<file path="config.mk">
export PLATFORM = sky130hd
export DESIGN_NAME = rpm_shift_light_bar
export DESIGN_NICKNAME = d
export VERILOG_FILES = /design/src/rtl/core/rpmslb_pkg.sv /design/src/rtl/core/rpm_shift_light_bar.sv /design/src/rtl/core/rpmslb_div.sv
export SDC_FILE = /design/constraint.sdc
export NUM_CORES = 1
export LEC_CHECK = 0
export BUFFER_PORTS_ARGS = -buffer_cell sky130_fd_sc_hd__buf_2
export CAP_MARGIN = 0
export CELL_PAD_IN_SITES_DETAIL_PLACEMENT = 2
export CELL_PAD_IN_SITES_GLOBAL_PLACEMENT = 2
export CORE_MARGIN = 2
export CORE_UTILIZATION = 46
export CTS_BUF_LIST = sky130_fd_sc_hd__clkbuf_2 sky130_fd_sc_hd__clkbuf_4 sky130_fd_sc_hd__clkbuf_8
export DETAILED_ROUTE_END_ITERATION = 16
export GPL_ROUTABILITY_DRIVEN = 0
export PLACE_DENSITY_LB_ADDON = 0.1
export SLEW_MARGIN = 5
export SYNTH_ARGS = -nofsm -noshare
export SYNTH_HDL_FRONTEND = slang
export SYNTH_SLANG_ARGS = --single-unit
</file>
<file path="constraint.sdc">
create_clock -name clk -period 13.5 [get_ports clk]
set_input_delay 4.05 -clock clk [delete_from_list [all_inputs] [get_ports clk]]
set_output_delay 4.05 -clock clk [all_outputs]
set_load 0.1 [all_outputs]
</file>
<file path="src/rtl/core/rpmslb_pkg.sv">
// ----------------------------------------------------------------------------
// rpmslb_pkg
// Shared widths, constants, register indexes and types for the shift light bar.
// ----------------------------------------------------------------------------
package rpmslb_pkg;

	// Bar geometry.
	localparam int LED_COUNT = 8;
	localparam int LED_IDX_W = $clog2(LED_COUNT);
	localparam logic [LED_IDX_W-1:0] LED_IDX_LAST = LED_IDX_W'(LED_COUNT - 1);

	// Field widths.
	localparam int RPM_W     = 14;
	localparam int MS_W      = 16;
	localparam int COLOR_W   = 24;
	localparam int CH_W      = 8;
	localparam int PAIRS_W   = 3;
	localparam int CFG_IDX_W = 3;

	// Pair counts and channel limits.
	localparam logic [PAIRS_W-1:0] PAIRS_FULL  = 3'd4;
	localparam logic [PAIRS_W-1:0] PAIRS_STALL = 3'd2;
	localparam logic [CH_W-1:0]    CH_MAX      = 8'hFF;

	// Shared divider: 22-bit dividend, 14-bit divisor, one quotient bit a cycle.
	localparam int DIV_NUM_W = 22;
	localparam int DIV_DEN_W = 14;
	localparam int DIV_STEPS = DIV_NUM_W;
	localparam int DIV_CNT_W = $clog2(DIV_STEPS);

	// Register reset values.
	localparam logic [RPM_W-1:0]   RST_STALL_RPM   = 14'd500;
	localparam logic [RPM_W-1:0]   RST_LOW_RPM     = 14'd3000;
	localparam logic [RPM_W-1:0]   RST_MID_RPM     = 14'd5000;
	localparam logic [RPM_W-1:0]   RST_HIGH_RPM    = 14'd6500;
	localparam logic [COLOR_W-1:0] RST_MID_COLOR   = 24'h00FF00;
	localparam logic [COLOR_W-1:0] RST_OVER_COLOR  = 24'hFF0000;
	localparam logic [COLOR_W-1:0] RST_STALL_COLOR = 24'h0000FF;
	localparam logic [MS_W-1:0]    RST_BLINK_MS    = 16'd50;

	// Configuration register indexes.
	typedef enum logic [CFG_IDX_W-1:0] {
		CFG_STALL_RPM,
		CFG_LOW_RPM,
		CFG_MID_RPM,
		CFG_HIGH_RPM,
		CFG_MID_COLOR,
		CFG_OVER_COLOR,
		CFG_STALL_COLOR,
		CFG_BLINK_MS
	} cfg_reg_t;

	// Sequencer states.
	typedef enum logic [2:0] {
		ST_IDLE,
		ST_PAIRS,
		ST_GRAD,
		ST_DECIDE,
		ST_EMIT
	} state_t;

	// Divider status towards the sequencer.
	typedef struct packed {
		logic busy;
		logic done;
	} div_stat_t;

endpackage

</file>
<file path="src/rtl/core/rpm_shift_light_bar.sv">
// ----------------------------------------------------------------------------
// rpm_shift_light_bar
// Eight-LED shift light: pair count and band colour from engine rpm, with an
// overrev blink and change detection.
// ----------------------------------------------------------------------------
// Each display update is handled on its own: the block stalls its input until
// the update is finished. A shared restoring divider first computes the pair
// count and, in the gradient band only, then the red level; the block then
// decides whether the bar changed and, if so, emits eight LED items, which
// the output may stall.
// Configuration registers may be written only while no update is in work.
module rpm_shift_light_bar (
	input  logic                              clk,
	input  logic                              arst_n,
	// Configuration write port
	input  logic                              cfg_we,
	input  logic [rpmslb_pkg::CFG_IDX_W-1:0]  cfg_index,
	input  logic [rpmslb_pkg::COLOR_W-1:0]    cfg_wdata,
	// Display update channel
	input  logic                              in_valid,
	output logic                              in_stall,
	input  logic [rpmslb_pkg::RPM_W-1:0]      engine_rpm,
	input  logic [rpmslb_pkg::MS_W-1:0]       elapsed_ms,
	// LED item channel
	output logic                              out_valid,
	input  logic                              out_stall,
	output logic [rpmslb_pkg::LED_IDX_W-1:0]  led_index,
	output logic [rpmslb_pkg::CH_W-1:0]       red,
	output logic [rpmslb_pkg::CH_W-1:0]       green,
	output logic [rpmslb_pkg::CH_W-1:0]       blue,
	output logic                              last_led
);
	import rpmslb_pkg::*;

	// Configuration registers.
	logic [RPM_W-1:0]   stall_rpm_q, low_rpm_q, mid_rpm_q, high_rpm_q;
	logic [COLOR_W-1:0] mid_color_q, over_color_q, stall_color_q;
	logic [MS_W-1:0]    blink_ms_q;

	// Sequencer and item state.
	state_t             state_q, state_d;
	logic [RPM_W-1:0]   rpm_q;
	logic [MS_W-1:0]    elapsed_q;
	logic [PAIRS_W-1:0] pairs_raw_q;
	logic [CH_W-1:0]    t_q;
	logic               prev_valid_q;
	logic [PAIRS_W-1:0] prev_pairs_q;
	logic [COLOR_W-1:0] prev_color_q;
	logic               blink_phase_q;
	logic [LED_IDX_W-1:0] led_cnt_q;
	logic [PAIRS_W-1:0] emit_pairs_q;
	logic [COLOR_W-1:0] emit_color_q;
	logic               emit_stalled_q;

	// Divider connections.
	logic                 div_start;
	logic [DIV_NUM_W-1:0] div_num;
	logic [DIV_DEN_W-1:0] div_den;
	logic [DIV_NUM_W-1:0] div_quot;
	div_stat_t            div_stat;

	// Band decode and decision logic.
	logic               stalled, below_low, below_mid, overrev, grad_band;
	logic               blink_hit, phase_n, changed;
	logic [RPM_W-1:0]   grad_diff;
	logic [PAIRS_W-1:0] pairs_clamped, final_pairs;
	logic [CH_W-1:0]    t_clamped;
	logic [COLOR_W-1:0] grad_color, final_color;
	logic               in_acc, out_acc;

	// LED emission.
	logic [LED_IDX_W-1:0] mirror, near;
	logic [PAIRS_W-1:0]   level;
	logic [COLOR_W-1:0]   led_color;

	assign in_acc  = in_valid && !in_stall;
	assign out_acc = out_valid && !out_stall;

	// Configuration register writes.
	always_ff @(posedge clk or negedge arst_n) begin
		if (!arst_n) begin
			stall_rpm_q   <= RST_STALL_RPM;
			low_rpm_q     <= RST_LOW_RPM;
			mid_rpm_q     <= RST_MID_RPM;
			high_rpm_q    <= RST_HIGH_RPM;
			mid_color_q   <= RST_MID_COLOR;
			over_color_q  <= RST_OVER_COLOR;
			stall_color_q <= RST_STALL_COLOR;
			blink_ms_q    <= RST_BLINK_MS;
		end else if (cfg_we) begin
			case (cfg_reg_t'(cfg_index))
				CFG_STALL_RPM:   stall_rpm_q   <= cfg_wdata[RPM_W-1:0];
				CFG_LOW_RPM:     low_rpm_q     <= cfg_wdata[RPM_W-1:0];
				CFG_MID_RPM:     mid_rpm_q     <= cfg_wdata[RPM_W-1:0];
				CFG_HIGH_RPM:    high_rpm_q    <= cfg_wdata[RPM_W-1:0];
				CFG_MID_COLOR:   mid_color_q   <= cfg_wdata;
				CFG_OVER_COLOR:  over_color_q  <= cfg_wdata;
				CFG_STALL_COLOR: stall_color_q <= cfg_wdata;
				CFG_BLINK_MS:    blink_ms_q    <= cfg_wdata[MS_W-1:0];
				default: ;
			endcase
		end
	end

	// Band decode of the held rpm.
	assign stalled   = rpm_q < stall_rpm_q;
	assign below_low = rpm_q < low_rpm_q;
	assign below_mid = rpm_q < mid_rpm_q;
	assign overrev   = !stalled && !below_low && !below_mid && (rpm_q > high_rpm_q);
	assign grad_band = !stalled && !below_low && !below_mid && !overrev;

	// Divider operands: pair count at accept, gradient afterwards.
	assign grad_diff = rpm_q - mid_rpm_q;
	always_comb begin
		if (state_q == ST_IDLE) begin
			div_num = DIV_NUM_W'({engine_rpm, 2'b00});
			div_den = high_rpm_q;
		end else begin
			div_num = DIV_NUM_W'({grad_diff, 8'h00}) - DIV_NUM_W'(grad_diff);
			div_den = high_rpm_q - mid_rpm_q;
		end
	end

	// Quotient clamps; a zero divisor gives all ones and so the full value.
	assign pairs_clamped = ((div_quot[DIV_NUM_W-1:PAIRS_W] != '0) ||
		(div_quot[PAIRS_W-1:0] > PAIRS_FULL)) ? PAIRS_FULL : div_quot[PAIRS_W-1:0];
	assign t_clamped = (div_quot[DIV_NUM_W-1:CH_W] != '0) ? CH_MAX : div_quot[CH_W-1:0];

	// Final pair count and colour for this update.
	assign blink_hit  = elapsed_q >= blink_ms_q;
	assign phase_n    = !blink_phase_q;
	assign grad_color = {t_q, CH_MAX - t_q, {CH_W{1'b0}}};
	always_comb begin
		final_pairs = pairs_raw_q;
		final_color = '0;
		if (stalled) begin
			final_pairs = PAIRS_STALL;
		end else if (below_low) begin
			final_color = '0;
		end else if (below_mid) begin
			final_color = mid_color_q;
		end else if (!overrev) begin
			final_color = grad_color;
		end else begin
			final_pairs = PAIRS_FULL;
			final_color = (blink_hit && phase_n) ? over_color_q : '0;
		end
	end
	assign changed = !prev_valid_q || (final_pairs != prev_pairs_q) ||
		(final_color != prev_color_q);

	// Sequencer state register.
	always_ff @(posedge clk or negedge arst_n) begin
		if (!arst_n) begin
			state_q <= ST_IDLE;
		end else begin
			state_q <= state_d;
		end
	end

	// Sequencer next state and strobes.
	always_comb begin
		state_d   = state_q;
		div_start = 1'b0;
		in_stall  = 1'b1;
		out_valid = 1'b0;
		case (state_q)
			ST_IDLE: begin
				in_stall = 1'b0;
				if (in_valid) begin
					div_start = 1'b1;
					state_d   = ST_PAIRS;
				end
			end
			ST_PAIRS: begin
				if (div_stat.done) begin
					if (grad_band) begin
						div_start = 1'b1;
						state_d   = ST_GRAD;
					end else begin
						state_d = ST_DECIDE;
					end
				end
			end
			ST_GRAD: begin
				if (div_stat.done) begin
					state_d = ST_DECIDE;
				end
			end
			ST_DECIDE: begin
				state_d = changed ? ST_EMIT : ST_IDLE;
			end
			ST_EMIT: begin
				out_valid = 1'b1;
				if (!out_stall && (led_cnt_q == LED_IDX_LAST)) begin
					state_d = ST_IDLE;
				end
			end
			default: begin
				state_d = ST_IDLE;
			end
		endcase
	end

	// History, blink phase and LED counter.
	always_ff @(posedge clk or negedge arst_n) begin
		if (!arst_n) begin
			prev_valid_q  <= 1'b0;
			prev_pairs_q  <= '0;
			prev_color_q  <= '0;
			blink_phase_q <= 1'b0;
			led_cnt_q     <= '0;
		end else begin
			if (state_q == ST_DECIDE) begin
				if (overrev && blink_hit) begin
					blink_phase_q <= phase_n;
				end
				if (changed) begin
					prev_valid_q <= 1'b1;
					prev_pairs_q <= final_pairs;
					prev_color_q <= final_color;
					led_cnt_q    <= '0;
				end
			end else if (out_acc) begin
				led_cnt_q <= led_cnt_q + 1'b1;
			end
		end
	end

	// Item payload registers.
	always_ff @(posedge clk) begin
		if (in_acc) begin
			rpm_q     <= engine_rpm;
			elapsed_q <= elapsed_ms;
		end
		if ((state_q == ST_PAIRS) && div_stat.done) begin
			pairs_raw_q <= pairs_clamped;
		end
		if ((state_q == ST_GRAD) && div_stat.done) begin
			t_q <= t_clamped;
		end
		if ((state_q == ST_DECIDE) && changed) begin
			emit_pairs_q   <= final_pairs;
			emit_color_q   <= final_color;
			emit_stalled_q <= stalled;
		end
	end

	// Shared divider.
	rpmslb_div u_div (
		.clk      (clk),
		.arst_n   (arst_n),
		.start    (div_start),
		.dividend (div_num),
		.divisor  (div_den),
		.quotient (div_quot),
		.stat     (div_stat)
	);

	// LED colour: pairs light from the outside in, stall colour in the centre.
	assign mirror = LED_IDX_LAST - led_cnt_q;
	assign near   = (led_cnt_q < mirror) ? led_cnt_q : mirror;
	assign level  = PAIRS_W'(near) + 1'b1;
	always_comb begin
		led_color = (emit_pairs_q >= level) ? emit_color_q : '0;
		if (emit_stalled_q && (level == PAIRS_FULL)) begin
			led_color = stall_color_q;
		end
	end

	assign led_index = led_cnt_q;
	assign red       = led_color[COLOR_W-1 -: CH_W];
	assign green     = led_color[2*CH_W-1 -: CH_W];
	assign blue      = led_color[CH_W-1:0];
	assign last_led  = (led_cnt_q == LED_IDX_LAST);

	// Checks on the sequencing.
	a_no_accept_while_emitting: assert property (@(posedge clk) disable iff (!arst_n)
		out_valid |-> in_stall)
		else $error("input accepted while LED items are pending");

	a_last_led_index: assert property (@(posedge clk) disable iff (!arst_n)
		(out_valid && last_led) |-> (led_index == LED_IDX_LAST))
		else $error("last LED flag on a wrong position");

	a_idle_after_bar: assert property (@(posedge clk) disable iff (!arst_n)
		(out_acc && last_led) |=> (!out_valid && !in_stall))
		else $error("block not idle after the eighth LED item");

	a_div_start_idle: assert property (@(posedge clk) disable iff (!arst_n)
		div_start |-> !div_stat.busy)
		else $error("divider restarted while busy");

endmodule

</file>
<file path="src/rtl/core/rpmslb_div.sv">
// ----------------------------------------------------------------------------
// rpmslb_div
// Restoring unsigned divider, one quotient bit per cycle, shared by the
// pair count and the colour gradient. A zero divisor yields all ones.
// ----------------------------------------------------------------------------
module rpmslb_div (
	input  logic                            clk,
	input  logic                            arst_n,
	input  logic                            start,
	input  logic [rpmslb_pkg::DIV_NUM_W-1:0] dividend,
	input  logic [rpmslb_pkg::DIV_DEN_W-1:0] divisor,
	output logic [rpmslb_pkg::DIV_NUM_W-1:0] quotient,
	output rpmslb_pkg::div_stat_t           stat
);
	import rpmslb_pkg::*;

	logic                 busy_q;
	logic                 done_q;
	logic [DIV_CNT_W-1:0] cnt_q;
	logic [DIV_NUM_W-1:0] num_q;
	logic [DIV_DEN_W-1:0] rem_q;
	logic [DIV_DEN_W-1:0] den_q;
	logic [DIV_DEN_W:0]   trial;
	logic [DIV_DEN_W:0]   diff;
	logic                 ge;

	// One trial subtraction per cycle.
	assign trial = {rem_q, num_q[DIV_NUM_W-1]};
	assign diff  = trial - {1'b0, den_q};
	assign ge    = (trial >= {1'b0, den_q});

	// Control: step counter and done pulse.
	always_ff @(posedge clk or negedge arst_n) begin
		if (!arst_n) begin
			busy_q <= 1'b0;
			done_q <= 1'b0;
			cnt_q  <= '0;
		end else begin
			done_q <= 1'b0;
			if (start) begin
				busy_q <= 1'b1;
				cnt_q  <= DIV_CNT_W'(DIV_STEPS - 1);
			end else if (busy_q) begin
				if (cnt_q == '0) begin
					busy_q <= 1'b0;
					done_q <= 1'b1;
				end else begin
					cnt_q <= cnt_q - 1'b1;
				end
			end
		end
	end

	// Datapath: dividend shifts out at the top, quotient bits shift in below.
	always_ff @(posedge clk) begin
		if (start) begin
			num_q <= dividend;
			rem_q <= '0;
			den_q <= divisor;
		end else if (busy_q) begin
			num_q <= {num_q[DIV_NUM_W-2:0], ge};
			rem_q <= ge ? diff[DIV_DEN_W-1:0] : trial[DIV_DEN_W-1:0];
		end
	end

	assign quotient  = num_q;
	assign stat.busy = busy_q;
	assign stat.done = done_q;

endmodule
</file>
==> summary.txt, run 1 <==
Cells and area
  • Layout cells sized above 1: 23.2%
  • Util after Layout: 53.1%
  • Final instance area: 18,900 um^2
  • Post-layout nets: 1,872
  • Synth-to-layout area growth: 13.5%
  • Fillers: 3,603

Worst setup path
  • Max FO, Critical Path: 24
  • Crit end category: primary output
  • Arrival time at the worst endpoint: 3.72 ns
  • CP Class: register to primary output
  • Slowest stage delay, CP: 0.78 ns
  • Critical Path RT: 9.45 ns
  • CP Buf/Inv Count: 2
  • CP Cell Sequence: xor2_1, ha_1, inv_1, ha_1, a21o_1, a21o_1, nand2_1, o21ai_0, buf_2
  • Critical-path cell with the highest stage delay: a21o_1
  • Reg2reg setup slack: 7.50 ns
  • Critical Path Start Type: register
  • CP delay by family, top: compound AO/OA/AOI/OAI gates

Route
  • Post-route ant nets: 0
  • Vias/cell: 6.06
  • Met1 WL: 25,500 um
  • 1st-iter DRT viols: 748
  • DR top layer: met5
  • WL final: 58,900 um
  • Metal2 WL: 28,700 um
  • Metal3 WL: 2900 um
  • Routed len/inst: 26.8 um
  • Vias: 13,300
  • Drt drc: 0
  • DRT Pass-1 Iters: 5

Floorplan
  • Die W: 195 um
  • Row count: 69
  • Starting Density: 46.8%
  • Height of the die: 195 um
  • Core Area: 35,700 um^2
  • Ports: 92
  • Die area: 37,800 um^2

Synth
  • Ranking of synthesized cells by area: dfrtp_1 20%, edfxtp_1 19%, ha_1 8.5%
  • EDFF count, synth: 105
  • Post-synthesis xor/xnor area fraction: 3.20%
  • Synth Warn #: 0
  • Simple-gate share of the synthesized area: 11.3%
  • #FFs+latches synth: 305
  • Ys async rst share: 61.0%
  • Most common cell in the netlist: nand2_1
  • Synth top area share: 20.2%
  • Mapped Area: 16,700 um^2
  • Seq/Total Area, Yosys: 48.8%
  • Post-synthesis compound-gate area fraction: 14.1%
  • Most frequent cells after synthesis: 169 x nand2_1, 143 x inv_1, 137 x o21ai_0
  • Dominant cell type by area after synthesis: dfrtp_1
  • Mux cell area share after synthesis: 9.22%
  • Synth Flop Type: dfrtp_1
  • Largest family of logic cells by synthesized area: compound AO/OA/AOI/OAI gates
  • Cell variety after synth: 76
  • Syn Nets: 1,759
  • Mean Syn Cell Area: 10.6 um^2
  • Adder-cell share of the synthesized area: 8.83%
  • Cells after Synth: 1,581

Run status
  • Outcome: complete, no violations

STA
  • Setup Viol. Count Final: 0
  • Setup TNS: 0 ns
  • Max-slew violations: 0
  • Worst clock skew: 0.0288 ns
  • Achievable frequency: 129 MHz
  • RSZ-0062 raised after global routing: no
  • Final WS setup: 5.73 ns
  • Crit path time final: 7.77 ns
  • Slew HR: 15.3%
  • Worst-Margin Slew: 1.26 ns
  • Final hold vios: 0
  • Final Cycle Share: 57.6%

Global routing
  • Largest net degree at the start of global routing: 78
  • Number of global-route vias before repair: 15,000
  • Overflow after GRT: 0
  • First-pass GRT wire length: 91,700 um
  • Initial antenna violation count: 3
  • Global Route Usage Sum: 31.7%

Placement
  • Dpl hpwl: 40,500 um
  • Pre-CTS WS: 6.47 ns
  • I/O Buffers: 91
  • Placed Area: 17,700 um^2

Clock tree
  • Worst-path clk slew: 0.06 ns
  • Post-CTS Resized: 0
  • H-tree Lvls: 2
  • Worst skew pair latency: 0.67 ns
  • Postcts setup bufs: 0
  • Clock sink count: 305
  • Num CTS Buffers: 54
  • CTS Root Cell: clkbuf_8
  • CTS tree: yes
  • Hold buffer count at cts: 0
  • Max Buffers Root-to-Sink: 3

Power
  • Power share of the clock group: 20.7%
  • Switch share: 46.6%
  • VDD IR-drop max: 0.222 mV
  • Combinational Power Share: 49.3%
  • Sw power: 2230 uW
  • Internal power: 2550 uW
  • P_leak: 0.00838 uW
  • Sequential power share: 30.1%
  • Total power: 4780 uW
  • Pwr Density: 252 nW/um^2

Min path
  • HP Class: register to register

Job
  • Maxcap violations: 0
-- sequential cells by signal, summed over array words and instances, names as in the netlist, 16 cells and up --
| name | cells |
|---|---|
| blink_ms_q | 16 |
| prev_color_q | 24 |
| elapsed_q | 16 |
| emit_color_q | 24 |
| stall_color_q | 24 |
| over_color_q | 24 |
| u_div.quotient | 22 |
| mid_color_q | 24 |
-- through the flow --
stage / hold slack [ns] / std cells
finish: 0.478 / 2202
global route: 0.498 / 2202
CTS: 0.481 / 2201
detailed placement: 0.471 / 2099
global placement: 0.460 / 2099
floorplan: 0.446 / 1581
-- logic make-up after synthesis --
logic type,count (synthesis)
xor+xnor,61
mux,137
flops,305
fa+ha+maj,116
buf+inv,197
simple gates,392
compound gates,373
-- tightest hold or removal path: stages, from the launching register on --
cell	delay, ns
dfxtp_1	0.31
nand2b_1	0.07
a21oi_1	0.05
-- power by group through the flow --
stage / combinational, uW / clock (uW) / sequential (uW)
floorplan: 1660 / 0 / 1390
detailed placement: 2290 / 0 / 1440
finish: 2360 / 989 / 1440
global placement: 2160 / 0 / 1420
CTS: 2350 / 1000 / 1430
global route: 2550 / 1040 / 1460
-- layer usage --
| layer | up-vias | track usage [%] |
|---|---|---|
| met5 | - | 0 |
| met1 | 6947 | 41.7 |
| met2 | 385 | 53.3 |
| li1 | 5892 | - |
| met3 | 110 | 5.01 |
| met4 | 2 | 11.0 |
-- layout by cell type, fill, tap and decap left out, types with 7 or more instances in the layout --
master,count
a21oi_1,85
edfxtp_1,105
o22ai_1,11
ha_1,113
a32oi_1,10
mux2_1,25
clkbuf_8,64
nand2b_1,12
nand4_1,21
dfxtp_1,14
dfrtp_1,135
nor2b_1,19
buf_2,90
nor3_1,17
nor2_1,56
or2_2,17
and3_1,13
mux2_2,109
a31oi_1,8
a21o_1,18
xor2_1,17
clkbuf_4,22
a21boi_0,8
buf_4,19
o31ai_1,10
o31a_1,7
o21ai_0,137
dfstp_2,51
nand2_1,169
nand3_1,20
inv_1,143
xnor2_1,44
or3_1,13
-- final cells by class --
type	instances	area (um^2)	area share (%)
sequential	305	8150	43.0
timing repair buffer	110	607	3.20
tap	461	577	3.04
clock buffer	85	1030	5.45
antenna	1	2.50	0.0132
inverter	144	541	2.85
clock inverter	17	185	0.977
multi-input combinational	1079	7850	41.4
-- path summary, 6_finish.rpt --
check,start,endpoint,cells after the start
worst max-delay path,led_index[2],green[4],9
worst min-delay path,u_div.rem_q[13],u_div.rem_q[13],2
worst max register to register,rpm_q[0],prev_color_q[20],16
worst min register to register,u_div.rem_q[13],u_div.rem_q[13],2
max in group asynchronous,arst_n,led_index[2],3
min in group asynchronous,arst_n,low_rpm_q[12],1
Power figures use the tool's default switching activity.
==> inputs of run 2 (changes only) <==
ABC_AREA = 1   (was unset)
CORE_UTILIZATION = 35   (was 46)
clock period = 6.24 ns   (was 13.5 ns; I/O delays follow)
==> run 2 against run 1 <==
First-iteration DRC count down 1.2%; largest cell class unchanged; highest routed layer is now met4; synthesized cell count rose by 32%; synthesized area up 2.3%; design area increased by 2.6%; non-clock buffer count down 4.
==> summary.txt, run 2 <==
Run status
  • Outcome: complete, no violations

Global routing
  • Overflow after GRT: 0
  • Initial antenna violation count: 1
  • Largest net degree at the start of global routing: 100
  • Number of global-route vias before repair: 16,200
  • Global Route Usage Sum: 24.0%
  • First-pass GRT wire length: 93,500 um

STA
  • Worst-Margin Slew: 1.09 ns
  • Max-slew violations: 0
  • Setup Viol. Count Final: 0
  • Worst hold slack: 0.489 ns
  • Final hold vios: 0
  • Final Cycle Share: 86.8%
  • RSZ-0062 raised after global routing: no
  • Achievable frequency: 185 MHz
  • Setup TNS: 0 ns
  • Worst clock skew: 0.0182 ns
  • Crit path time final: 5.42 ns
  • Slew HR: 27.0%
  • Final WS setup: 0.823 ns

Clock tree
  • Num CTS Buffers: 57
  • Worst-path clk slew: 0.06 ns
  • Post-CTS Resized: 0
  • Postcts setup bufs: 0
  • Max Buffers Root-to-Sink: 3
  • Hold buffer count at cts: 0
  • Worst skew pair latency: 0.66 ns
  • Clock sink count: 305
  • CTS Root Cell: clkbuf_8
  • H-tree Lvls: 2
  • CTS tree: yes

Synth
  • Synth top area share: 19.8%
  • Syn Nets: 2,272
  • Synth Flop Type: dfrtp_1
  • Cell variety after synth: 52
  • Mean Syn Cell Area: 8.16 um^2
  • Dominant cell type by area after synthesis: dfrtp_1
  • Seq/Total Area, Yosys: 47.7%
  • Most frequent cells after synthesis: 608 x nand2_1, 277 x inv_1, 223 x o21ai_0
  • #FFs+latches synth: 305
  • Most common cell in the netlist: nand2_1
  • Ranking of synthesized cells by area: dfrtp_1 20%, edfxtp_1 18%, nand2_1 13%
  • Ys async rst share: 61.0%
  • Mapped Area: 17,100 um^2
  • EDFF count, synth: 105
  • Synth Warn #: 0
  • Cells after Synth: 2,094

Floorplan
  • Row count: 80
  • Die area: 50,600 um^2
  • Height of the die: 225 um
  • Ports: 92
  • Starting Density: 35.6%
  • Die W: 225 um
  • Core Area: 47,900 um^2

Power
  • Internal power: 5410 uW
  • Pwr Density: 519 nW/um^2
  • Switch share: 46.4%
  • Combinational Power Share: 47.2%
  • Total power: 10,100 uW
  • Sequential power share: 30.8%
  • P_leak: 0.00943 uW
  • Sw power: 4680 uW
  • Power share of the clock group: 22.0%
  • VDD IR-drop max: 0.268 mV

Route
  • 1st-iter DRT viols: 739
  • Vias: 14,800
  • Routed len/inst: 20.6 um
  • WL final: 58,800 um
  • Post-route ant nets: 0
  • Drt drc: 0
  • DRT Pass-1 Iters: 5
  • Vias/cell: 5.17

Cells and area
  • Post-layout nets: 2,374
  • Ant. Diodes: 0
  • Synth-to-layout area growth: 13.9%
  • Layout cells sized above 1: 12.8%
  • Most common cell after layout, fill and taps aside: nand2_1
  • Final Non-Filler Cells: 2,858
  • Most frequent cells in the layout: 608 x nand2_1, 277 x inv_1, 223 x o21ai_0
  • Fillers: 5,486

Min path
  • HP Class: register to register

Placement
  • Dpl hpwl: 43,300 um
  • Placed Instances: 2,752
  • I/O Buffers: 91
  • Pre-CTS WS: 1.48 ns

Worst setup path
  • Crit end category: primary output
  • Critical Path Start Type: register
  • Critical Path RT: 4.37 ns
  • Arrival time at the worst endpoint: 3.55 ns
  • Max FO, Critical Path: 25
  • CP Class: register to primary output

Job
  • Maxcap violations: 0
[run 2: changes by cell type after synthesis, sizes merged, moves of 14 or more]
cell and delta:
nand3 +96, nand3b +14, a21oi +20, xnor2 -32, mux2 -134, a21o -17
o21ai +91, nor2 +70, inv +134, nand2 +449, nor2b -19
[run 2: path summary, 6_finish.rpt]
path,start,endpoint,slack [ns],depth (start not counted)
max,led_index[2],red[4],0.82,8
min,prev_color_q[9],prev_color_q[9],0.49,2
max reg2reg,mid_rpm_q[0],led_index[0],1.54,24
min reg2reg,prev_color_q[9],prev_color_q[9],0.49,2
max in group asynchronous,arst_n,prev_pairs_q[1],3.81,2
min in group asynchronous,arst_n,blink_ms_q[3],1.30,1
[run 2: area by class of cell]
class	count	area, um^2	share of cell area [%]
sequential	305	8150	41.9
multi-input combinational	1446	7590	39.0
clock buffer	93	1150	5.91
inverter	280	1050	5.40
tap	615	769	3.96
timing repair buffer	106	589	3.03
clock inverter	13	145	0.746
[run 2: power by group through the flow]
| stage | clock [uW] | sequential [uW] | combinational, uW |
|---|---|---|---|
| 4_1_cts | 2290 | 3110 | 4820 |
| 2_1_floorplan | 0 | 3010 | 3450 |
| 3_5_place_dp | 0 | 3130 | 4770 |
| 5_1_grt | 2360 | 3170 | 5370 |
| 3_3_place_gp | 0 | 3110 | 4590 |
| 6_report | 2220 | 3100 | 4760 |
[run 2: metal layers]
metal	global-route usage, %	share of wire, %	routed length, um
met2	40.0	47	27500
met3	2.80	3.1	1800
met5	0	0	0
met4	6.37	2.2	1300
met1	33.0	48	28200
[run 2: critical path, cell delays in order, from the launching register on]
cell	delay, ns
dfrtp_1	0.44
xnor2_1	0.38
inv_1	0.12
ha_1	0.20
buf_4	0.23
nand2_1	0.71
nand3_1	0.25
nand2_1	0.11
buf_2	0.43
[run 2: through the flow]
step	cell area (um^2)	utilization, %
after CTS	19400	40.6
after global routing	19400	40.6
after global placement	18200	37.9
final	19400	40.6
after floorplan	17100	-
after detailed placement	18200	37.9
[run 2: logic make-up (layout without fill, tap and decap cells)]
kind of cell | after synthesis | after routing | synth area share [%]
buffers and inverters | 343 | 492 | 7.85
and+or+nand+nor | 915 | 915 | 22.3
adders and majority gates | 116 | 116 | 8.63
DFF | 305 | 305 | 47.7
xor gates and xnor gates | 37 | 37 | 1.90
AOI/OAI and AO/OA | 378 | 378 | 11.6
